File: config.mk
export PLATFORM = sky130hd
export DESIGN_NAME = sce_sequencer
export DESIGN_NICKNAME = d
export VERILOG_FILES = /design/src/hw/rtl/sce_pkg.sv /design/src/hw/rtl/sce_sequencer.sv
export VERILOG_INCLUDE_DIRS = /design/src /design/src/hw/rtl
export SDC_FILE = /design/constraint.sdc
export NUM_CORES = 1
export LEC_CHECK = 0
export BUFFER_PORTS_ARGS = -buffer_cell sky130_fd_sc_hd__buf_2
export CORE_MARGIN = 1
export CORE_UTILIZATION = 53
export CTS_CLUSTER_DIAMETER = 120
export DETAILED_ROUTE_END_ITERATION = 12
export PLACE_DENSITY = 0.75
export SETUP_SLACK_MARGIN = 0.3
export SYNTH_ARGS = -nofsm -noshare
export SYNTH_HDL_FRONTEND = slang
export SYNTH_SLANG_ARGS = --single-unit
File: constraint.sdc
create_clock -name aclk -period 2.1 [get_ports aclk]
set_input_delay 0.315 -clock aclk [delete_from_list [all_inputs] [get_ports aclk]]
set_output_delay 0.315 -clock aclk [all_outputs]
set_load 0.02 [all_outputs]
File: src/hw/rtl/supply_capacitance_estimator_defines.svh
// assertion macros shared by the supply capacitance estimator rtl
// expects aclk and aresetn in the scope of each use
`ifndef SUPPLY_CAPACITANCE_ESTIMATOR_DEFINES_SVH
`define SUPPLY_CAPACITANCE_ESTIMATOR_DEFINES_SVH

// same-cycle implication, off while reset is held
`define SCE_ASSERT_IMP(label, ante, cons, msg) \
    label: assert property (@(posedge aclk) disable iff (!aresetn) (ante) |-> (cons)) \
        else $error(msg);

// next-cycle implication, off while reset is held
`define SCE_ASSERT_NXT(label, ante, cons, msg) \
    label: assert property (@(posedge aclk) disable iff (!aresetn) (ante) |=> (cons)) \
        else $error(msg);

`endif

File: src/hw/rtl/sce_pkg.sv
// shared types, constants and microcode table of the capacitance estimator
// no dependencies
`default_nettype none

package sce_pkg;

    // data widths
    localparam int unsigned DATA_W    = 32;
    localparam int unsigned UDATA_W   = 31;
    localparam int unsigned GAIN_W    = 17;
    localparam int unsigned CFG_IDX_W = 2;
    localparam int unsigned DIV_W     = 32;
    localparam int unsigned DIV_NUM_W = 2 * DIV_W;
    localparam int unsigned DIV_CNT_W = $clog2(DIV_W);
    localparam int unsigned STEP_W    = 4;

    // register indexes
    localparam logic [CFG_IDX_W-1:0] CFG_MIN_COND = 2'd0;
    localparam logic [CFG_IDX_W-1:0] CFG_MIN_DP   = 2'd1;
    localparam logic [CFG_IDX_W-1:0] CFG_GAIN     = 2'd2;

    // fixed point constants
    localparam logic [GAIN_W-1:0]  Q_ONE = 17'h1_0000;
    localparam logic [UDATA_W-1:0] MAX31 = 31'h7FFF_FFFF;
    localparam logic [DATA_W-1:0]  MAX32 = 32'h7FFF_FFFF;
    localparam logic [DATA_W-1:0]  MIN32 = 32'h8000_0000;

    typedef logic [STEP_W-1:0] step_t;

    // datapath operations
    typedef enum logic [2:0] {
        OP_AVG    = 3'd0,
        OP_MUL    = 3'd1,
        OP_LOAD_T = 3'd2,
        OP_DIV    = 3'd3,
        OP_FMUL   = 3'd4,
        OP_FADD   = 3'd5,
        OP_LOAD_C = 3'd6,
        OP_FINISH = 3'd7
    } op_t;

    // sequencing kinds
    typedef enum logic [2:0] {
        JMP_NEXT = 3'd0,
        JMP_SKIP = 3'd1,
        JMP_LOOP = 3'd2,
        JMP_DTZ  = 3'd3,
        JMP_END  = 3'd4
    } jmp_t;

    typedef struct packed {
        op_t   op;
        jmp_t  jmp;
        step_t target;
    } ucode_t;

    // sequencer to datapath
    typedef struct packed {
        logic start;
        logic run;
        op_t  op;
    } sce_ctrl_t;

    // datapath to sequencer
    typedef struct packed {
        logic update;
        logic dt_zero;
        logic div_last;
        logic out_full;
    } sce_status_t;

    // program steps
    localparam step_t U_AVG  = 4'd0;
    localparam step_t U_MUL  = 4'd1;
    localparam step_t U_LDT  = 4'd2;
    localparam step_t U_DIVT = 4'd3;
    localparam step_t U_FMUL = 4'd4;
    localparam step_t U_FADD = 4'd5;
    localparam step_t U_LDC  = 4'd6;
    localparam step_t U_DIVC = 4'd7;
    localparam step_t U_FIN  = 4'd8;

    // control store
    function automatic ucode_t sce_ucode(input step_t pc);
        ucode_t w;
        unique case (pc)
            U_AVG:   w = '{op: OP_AVG,    jmp: JMP_NEXT, target: U_AVG};
            U_MUL:   w = '{op: OP_MUL,    jmp: JMP_SKIP, target: U_LDC};
            U_LDT:   w = '{op: OP_LOAD_T, jmp: JMP_NEXT, target: U_LDT};
            U_DIVT:  w = '{op: OP_DIV,    jmp: JMP_LOOP, target: U_DIVT};
            U_FMUL:  w = '{op: OP_FMUL,   jmp: JMP_NEXT, target: U_FMUL};
            U_FADD:  w = '{op: OP_FADD,   jmp: JMP_NEXT, target: U_FADD};
            U_LDC:   w = '{op: OP_LOAD_C, jmp: JMP_DTZ,  target: U_FIN};
            U_DIVC:  w = '{op: OP_DIV,    jmp: JMP_LOOP, target: U_DIVC};
            U_FIN:   w = '{op: OP_FINISH, jmp: JMP_END,  target: U_FIN};
            default: w = '{op: OP_FINISH, jmp: JMP_END,  target: U_FIN};
        endcase
        return w;
    endfunction

endpackage

`default_nettype wire

File: src/hw/rtl/sce_sequencer.sv
// step counter and control store walker of the capacitance estimator
// depends on sce_pkg and the shared assertion macros
`default_nettype none
`include "supply_capacitance_estimator_defines.svh"

module sce_sequencer import sce_pkg::*; (
    input  wire logic        aclk,
    input  wire logic        aresetn,
    input  wire logic        s_valid,
    output logic             s_ready,
    input  wire sce_status_t status,
    output sce_ctrl_t        ctrl
);

    typedef enum logic [1:0] {
        ST_IDLE = 2'b01,
        ST_RUN  = 2'b10
    } state_t;

    state_t state_reg, state_next;
    step_t  pc_reg, pc_next;
    ucode_t word;

    assign word    = sce_ucode(pc_reg);
    assign s_ready = (state_reg == ST_IDLE);

    // control word to the datapath
    always_comb begin
        ctrl.start = s_valid && s_ready;
        ctrl.run   = (state_reg == ST_RUN);
        ctrl.op    = word.op;
    end

    // next step selection
    always_comb begin
        state_next = state_reg;
        pc_next    = pc_reg;
        unique case (state_reg)
            ST_IDLE: begin
                if (s_valid) begin
                    state_next = ST_RUN;
                    pc_next    = U_AVG;
                end
            end
            ST_RUN: begin
                unique case (word.jmp)
                    JMP_NEXT: pc_next = step_t'(pc_reg + 1'b1);
                    JMP_SKIP: pc_next = status.update ? step_t'(pc_reg + 1'b1) : word.target;
                    JMP_LOOP: pc_next = status.div_last ? step_t'(pc_reg + 1'b1) : word.target;
                    JMP_DTZ:  pc_next = status.dt_zero ? word.target : step_t'(pc_reg + 1'b1);
                    JMP_END: begin
                        if (!status.out_full) begin
                            state_next = ST_IDLE;
                        end
                    end
                    default: state_next = ST_IDLE;
                endcase
            end
            default: state_next = ST_IDLE;
        endcase
    end

    always_ff @(posedge aclk) begin
        if (!aresetn) begin
            state_reg <= ST_IDLE;
            pc_reg    <= U_AVG;
        end else begin
            state_reg <= state_next;
            pc_reg    <= pc_next;
        end
    end

    // a full result register holds the final step in place
    `SCE_ASSERT_NXT(a_finish_stall,
        ctrl.run && word.op == OP_FINISH && status.out_full,
        state_reg == ST_RUN && pc_reg == $past(pc_reg),
        "finish step left while result register full")

    // divider loop repeats until its last bit
    `SCE_ASSERT_NXT(a_div_loop,
        ctrl.run && word.op == OP_DIV && !status.div_last,
        state_reg == ST_RUN && pc_reg == $past(pc_reg),
        "divider loop left early")

endmodule

`default_nettype wire

== After elaboration in Yosys (flattened, before gate mapping) ==
Memories as Yosys holds them, arrays and structs flattened. A register that Yosys moved wholly into a read port is not among the register bits.
Cells that the tools add are included.

* Flip-flop bits (word level): 6
* ROM bits: 160
* Bits of input ports: 7
* Output and inout port bits: 6
* Word-level logic and storage cells: 32
* Memories kept: 1

* Add/subtract/negate cells: 1
* Equal/unequal tests: 10
* Mux-type cells: 12
* Reductions and logical operators: 6

{| class="wikitable"
|+ Memories
! memory !! depth !! bits a word !! rd ports !! clocked after memory_dff !! wr ports !! line !! RTL
|-
| (no name shown) || 16 || 10 || 1 || 1 || 0 || sce_pkg.sv:86 || <nowiki>unique case (pc)</nowiki>
|}

{| class="wikitable"
|+ Operator list
! operator !! number
|-
| 4-bit 2-to-1 mux || 6
|-
| 4-bit one-hot mux with 4 select lines || 1
|-
| 2-bit one-hot mux with 2 select lines || 2
|-
| 4-bit one-hot mux with 2 select lines || 1
|-
| 3-bit by 2-bit equality test with 1-bit output (second input constant) || 2
|-
| 3-bit AND reduction || 2
|-
| 5-bit by 1-bit inequality test with 1-bit output (second input constant) || 1
|-
| 4-bit by 1-bit adder with 4-bit output (second input constant) || 1
|-
| 2-bit 2-to-1 mux || 2
|-
| 2-bit inequality test (second input constant) || 2
|-
| 4-bit OR reduction || 1
|-
| 3-bit by 1-bit equality test with 1-bit output (second input constant) || 1
|-
| 3-bit equality test (second input constant) || 1
|-
| 3-bit zero test || 1
|-
| 3-bit inequality test (second input constant) || 1
|-
| 2-bit by 1-bit equality test with 1-bit output (second input constant) || 1
|-
| 2-bit equality test (second input constant) || 1
|-
| 2-bit nonzero test || 1
|-
| 1-bit logical AND || 1
|}

== Logic depth before layout (Yosys ltp) ==
* Word-level depth: 6
* Mapped depth: 8
* Depth with buffers taken out: 8

== Worst setup path after synthesis ==
No wires, ideal clock.

* Path type: register to register
* From: register state_reg[0]
* To: register, netlist name word[1]
* Library setup time: 0.064 ns
* Arrival: 1.963 ns
* Data required time: 2.036 ns
* Path slack: 0.072 ns
* Cell stages (with the launch flop): 9
* Buffers on the path: 0
* Period minus slack after synthesis: 2.028 ns
* Cell sequence: dfxtp_1 inv_1 ha_1 a21oi_1 o21ai_2 or2_1 o21a_1 maj3_1 nor2_1

{| class="wikitable"
|+ RTL lines
! item !! line !! RTL
|-
| from (decl) || sce_sequencer.sv:20 || <nowiki>state_t state_reg, state_next;</nowiki>
|-
| from (signal assigned) || sce_sequencer.sv:68 || <nowiki>state_reg <= state_next;</nowiki>
|}

== Worst setup path after layout ==
* From: register, netlist name word[6]
* To: register, netlist name word[4]

* Longest elaborated chain between the ends: 5
* Elaborated cells on any way between the ends: 10
* Classes of those cells: eq/ne (4); mux (4); reduce/logical (2)

{| class="wikitable"
|+ RTL lines
! item !! line !! RTL
|-
| 3-bit by 2-bit equality test with 1-bit output (tied with other cells) || sce_sequencer.sv:46 || <nowiki>unique case (word.jmp)</nowiki>
|-
| 4-bit one-hot mux with 4 select lines or 5-bit by 1-bit inequality test with 1-bit output (tied branches) || n/a ||
|-
| 4-bit one-hot mux with 2 select lines or 3-bit AND reduction (tied branches) || n/a ||
|-
| 4-bit 2-to-1 mux (no line) (*) (2 in series) || n/a ||
|}

Every way passes the cells marked *; elsewhere a longest branch is shown, timed or not.
A chain may end at the register's enable or synchronous reset.

==> run metrics <==
CP max-delay cell dfxtp_4; origin of the worst min-delay path aresetn; worst voltage drop across the vdd grid roughly 500 uV; clock transition at the register clock pins on the worst setup and hold paths after CTS about 90 ps; number of maximum-capacitance violations 0; I/O pin count 13; register-to-register setup slack 210 ps; setup ws final around 210 ps; Setup-failing EPs final 0; RSZ-0062 raised after global routing true; Hold Crit Depth 2; measured slew at the worst slew-check pin approximately 370 ps; maximum clock rate 528.6 MHz; count of H-tree levels built during CTS 1; half-perimeter wire length of the detailed placement result 1170 um; via count of the routed design 666; maximum fanout along the worst path 7; leading cell type in the layout, fill and taps excluded buf_2; number of antenna-violating nets in the routed design 0; fraction of synthesis flops using an asynchronous set or reset pin 0; Die Ht 41.53 um; clock latency on the worst-skew pair around 280 ps; TritonCTS Sinks 16; Synthesized Nets between 90 and 100; CP Data Arrival Time 2110 ps; DP Worst Slack just over 90 ps; clock tree root buffer cell clkbuf_4; number of rows in the core area 13; Via-to-Cell Ratio about 5.7; nets@finish ~110; Setup Total Neg Slack 0 ps; R2R Path Start word[6]$_SDFF_PP1_; net switching share of the total power 0.2734; Largest register FFs 10; net switching power of the design roughly 0.18 mW; number of fill cells 88; final max-slew violation count 0; Cell variety after synth 36; antenna violations before repair 0; DRC 0; number of standard cells after synthesis 83; Synth Flop Type dfxtp_1; antenna diode count 0; via count of the first global-routing pass 595; last weighted congestion value of the routability-driven placer ~0.75; Port Buffer Count 12; path category of the worst min-delay check primary input to flip-flop; final hold viol count 0; die width between 40 and 50 um; Overflow after GRT 0; depth of the most critical reg-to-reg path 6; first-pass GRT wire length about 2700 um; DRT iter0 DRCs 18; maximum number of buffers from clock root to sink 2; combinational power share 0.213; FF+latch count, synth 16; Final Skew roughly 4.5 ps; top library cells by usage in the layout, fill and taps aside buf_2 (12), dfxtp_1 (11), inv_1 (6), buf_4 (6), nor2_1 (4); first-pass iteration count of the detailed router 4; worst relative slew slack 0.7506; power share of the sequential group 0.484; max incr delay on CP approximately 400 ps; startpoint class of the critical path flip-flop; data required time of the worst path about 2300 ps; area inside the core boundary 1383 um^2; critical path, cell by cell inv_1 -> a41oi_4 -> nor4b_4 -> a211oi_4 -> or3_1 -> a21oi_1; layout overhead on the synthesized area 32.33%; critical register-to-register path endpoint word[4]$_SDFF_PP0_; full die area about 1700 um^2; Worst Hold End word[6]$_SDFF_PP1_; power per cell area around 600 nW/um^2; count of flip-flops with a built-in enable after synthesis 0; share of power burned in the clock network 0.303; post-route fraction of the period consumed by the critical path 0.9008; Post-Syn Area per Cell between 9 and 10 um^2; maximum number of pins on one net before global-route repair 12; final wirelength about 1700 um; synthesized area between 800 and 900 um^2; total leakage power roughly 0.42 nW; status complete, no violations; initial standard-cell utilization of the core 0.5991; routed wirelength normalized by instance count around 15 um; sequential element share of the synthesized area 0.3867; critical path capture point type flip-flop; number of warnings printed during yosys synthesis 0; CTS tree built; final critical path time including I/O delays and setup 1892 ps; ratio of cells with drive above 1 in the final layout 0.5196; overall routing resource usage 0.2098; internal power roughly 0.48 mW; clock buffers created by TritonCTS 3; startpoint-to-endpoint class of the critical path flip-flop to flip-flop
[layer usage]
metal  global-route usage  vias up  wire length (um)
met5                    0        -                 0
met4              0.09677        0                12
met1               0.2705      315               795
li1                     -      334                 -
met2               0.3281       15               859
met3              0.05217        2                64
[worst max-delay path, delay by kind of cell, from the launching register on]
kind	cells	cell delay, ps
buffers and inverters	1	70
AND/OR/NAND/NOR	2	750
flip-flops	1	400
AO/OA/AOI/OAI	3	600
[area by class of cell]
| cell class | count | area [um^2] | share of cell area |
|---|---|---|---|
| Inverter | 7 | 28.78 | 0.02626 |
| Multi-Input combinational cell | 57 | 575.6 | 0.5251 |
| Tap cell | 15 | 18.77 | 0.01712 |
| Clock buffer | 4 | 36.28 | 0.03311 |
| Sequential cell | 16 | 331.6 | 0.3025 |
| Timing Repair Buffer | 18 | 105.1 | 0.09589 |
[timing repair]
action / CTS / global route
pin swaps: 6 / 8
hold buffers: 0 / 0
gates cloned: 0 / 1
endpoints found under the setup margin: 9 / 12
setup buffers: 2 / 3
resized for setup: 13 / 6
[through the flow]
| step | hold WS (ps) | cells | power (mW) | utilization | area [um^2] |
|---|---|---|---|---|---|
| global route | 356.4 | 117 | 0.6904 | 0.7928 | 1096 |
| finish | 355.4 | 117 | 0.6578 | 0.7928 | 1096 |
| CTS | 352.1 | 113 | 0.6521 | 0.7475 | 1033 |
| global placement | 505.1 | 107 | 0.4387 | 0.6787 | 938.4 |
| floorplan | 480.5 | 83 | 0.4200 | - | 878.3 |
| detailed placement | 512.3 | 107 | 0.4430 | 0.6787 | 938.4 |
[cell families (layout without fill, tap and decap cells)]
logic type	Yosys count	count (layout)	synth area share
mux	3	3	0.03626
compound gates	23	24	0.2372
simple gates	25	25	0.2069
buf+inv	11	29	0.06344
flops	16	16	0.3867
fa+ha+maj	5	5	0.06949
[power groups by stage]
| stage | Clock (mW) | Combinational [mW] | Sequential, mW |
|---|---|---|---|
| finish | 0.199 | 0.140 | 0.318 |
| global route | 0.219 | 0.153 | 0.319 |
| floorplan | 0 | 0.0961 | 0.324 |
| global placement | 0 | 0.113 | 0.326 |
| CTS | 0.205 | 0.131 | 0.316 |
| detailed placement | 0 | 0.117 | 0.326 |
[Yosys cell counts, drive strengths merged (2+ instances only)]
| cell type | number | share of area |
|---|---|---|
| dfxtp | 16 | 0.39 |
| inv | 7 | 0.032 |
| nor2 | 5 | 0.023 |
| a21boi | 4 | 0.036 |
| a21oi | 4 | 0.024 |
| nand2 | 4 | 0.018 |
| o21ai | 4 | 0.029 |
| a211oi | 3 | 0.042 |
| and2 | 3 | 0.023 |
| buf | 3 | 0.027 |
| ha | 3 | 0.045 |
| mux2i | 3 | 0.036 |
| nand2b | 3 | 0.032 |
| maj3 | 2 | 0.024 |
| nand3 | 2 | 0.012 |
| nor2b | 2 | 0.015 |
| nor4b | 2 | 0.047 |
[worst max path at each step]
stage | startpoint | endpoint | slack [ps] | cells past startpoint
CTS | state_reg[0]$_SDFFE_PN1P_ | word[2]$_SDFF_PP0_ | 220 | 8
global route | word[6]$_SDFF_PP1_ | word[4]$_SDFF_PP0_ | 120 | 6
global placement | state_reg[0]$_SDFFE_PN1P_ | word[1]$_SDFF_PP0_ | 150 | 8
finish | word[6]$_SDFF_PP1_ | word[4]$_SDFF_PP0_ | 210 | 6
detailed placement | state_reg[0]$_SDFFE_PN1P_ | word[1]$_SDFF_PP0_ | 90 | 8
floorplan | state_reg[0]$_SDFFE_PN1P_ | word[1]$_SDFF_PP0_ | 300 | 8
Power figures use the tool's default switching activity.
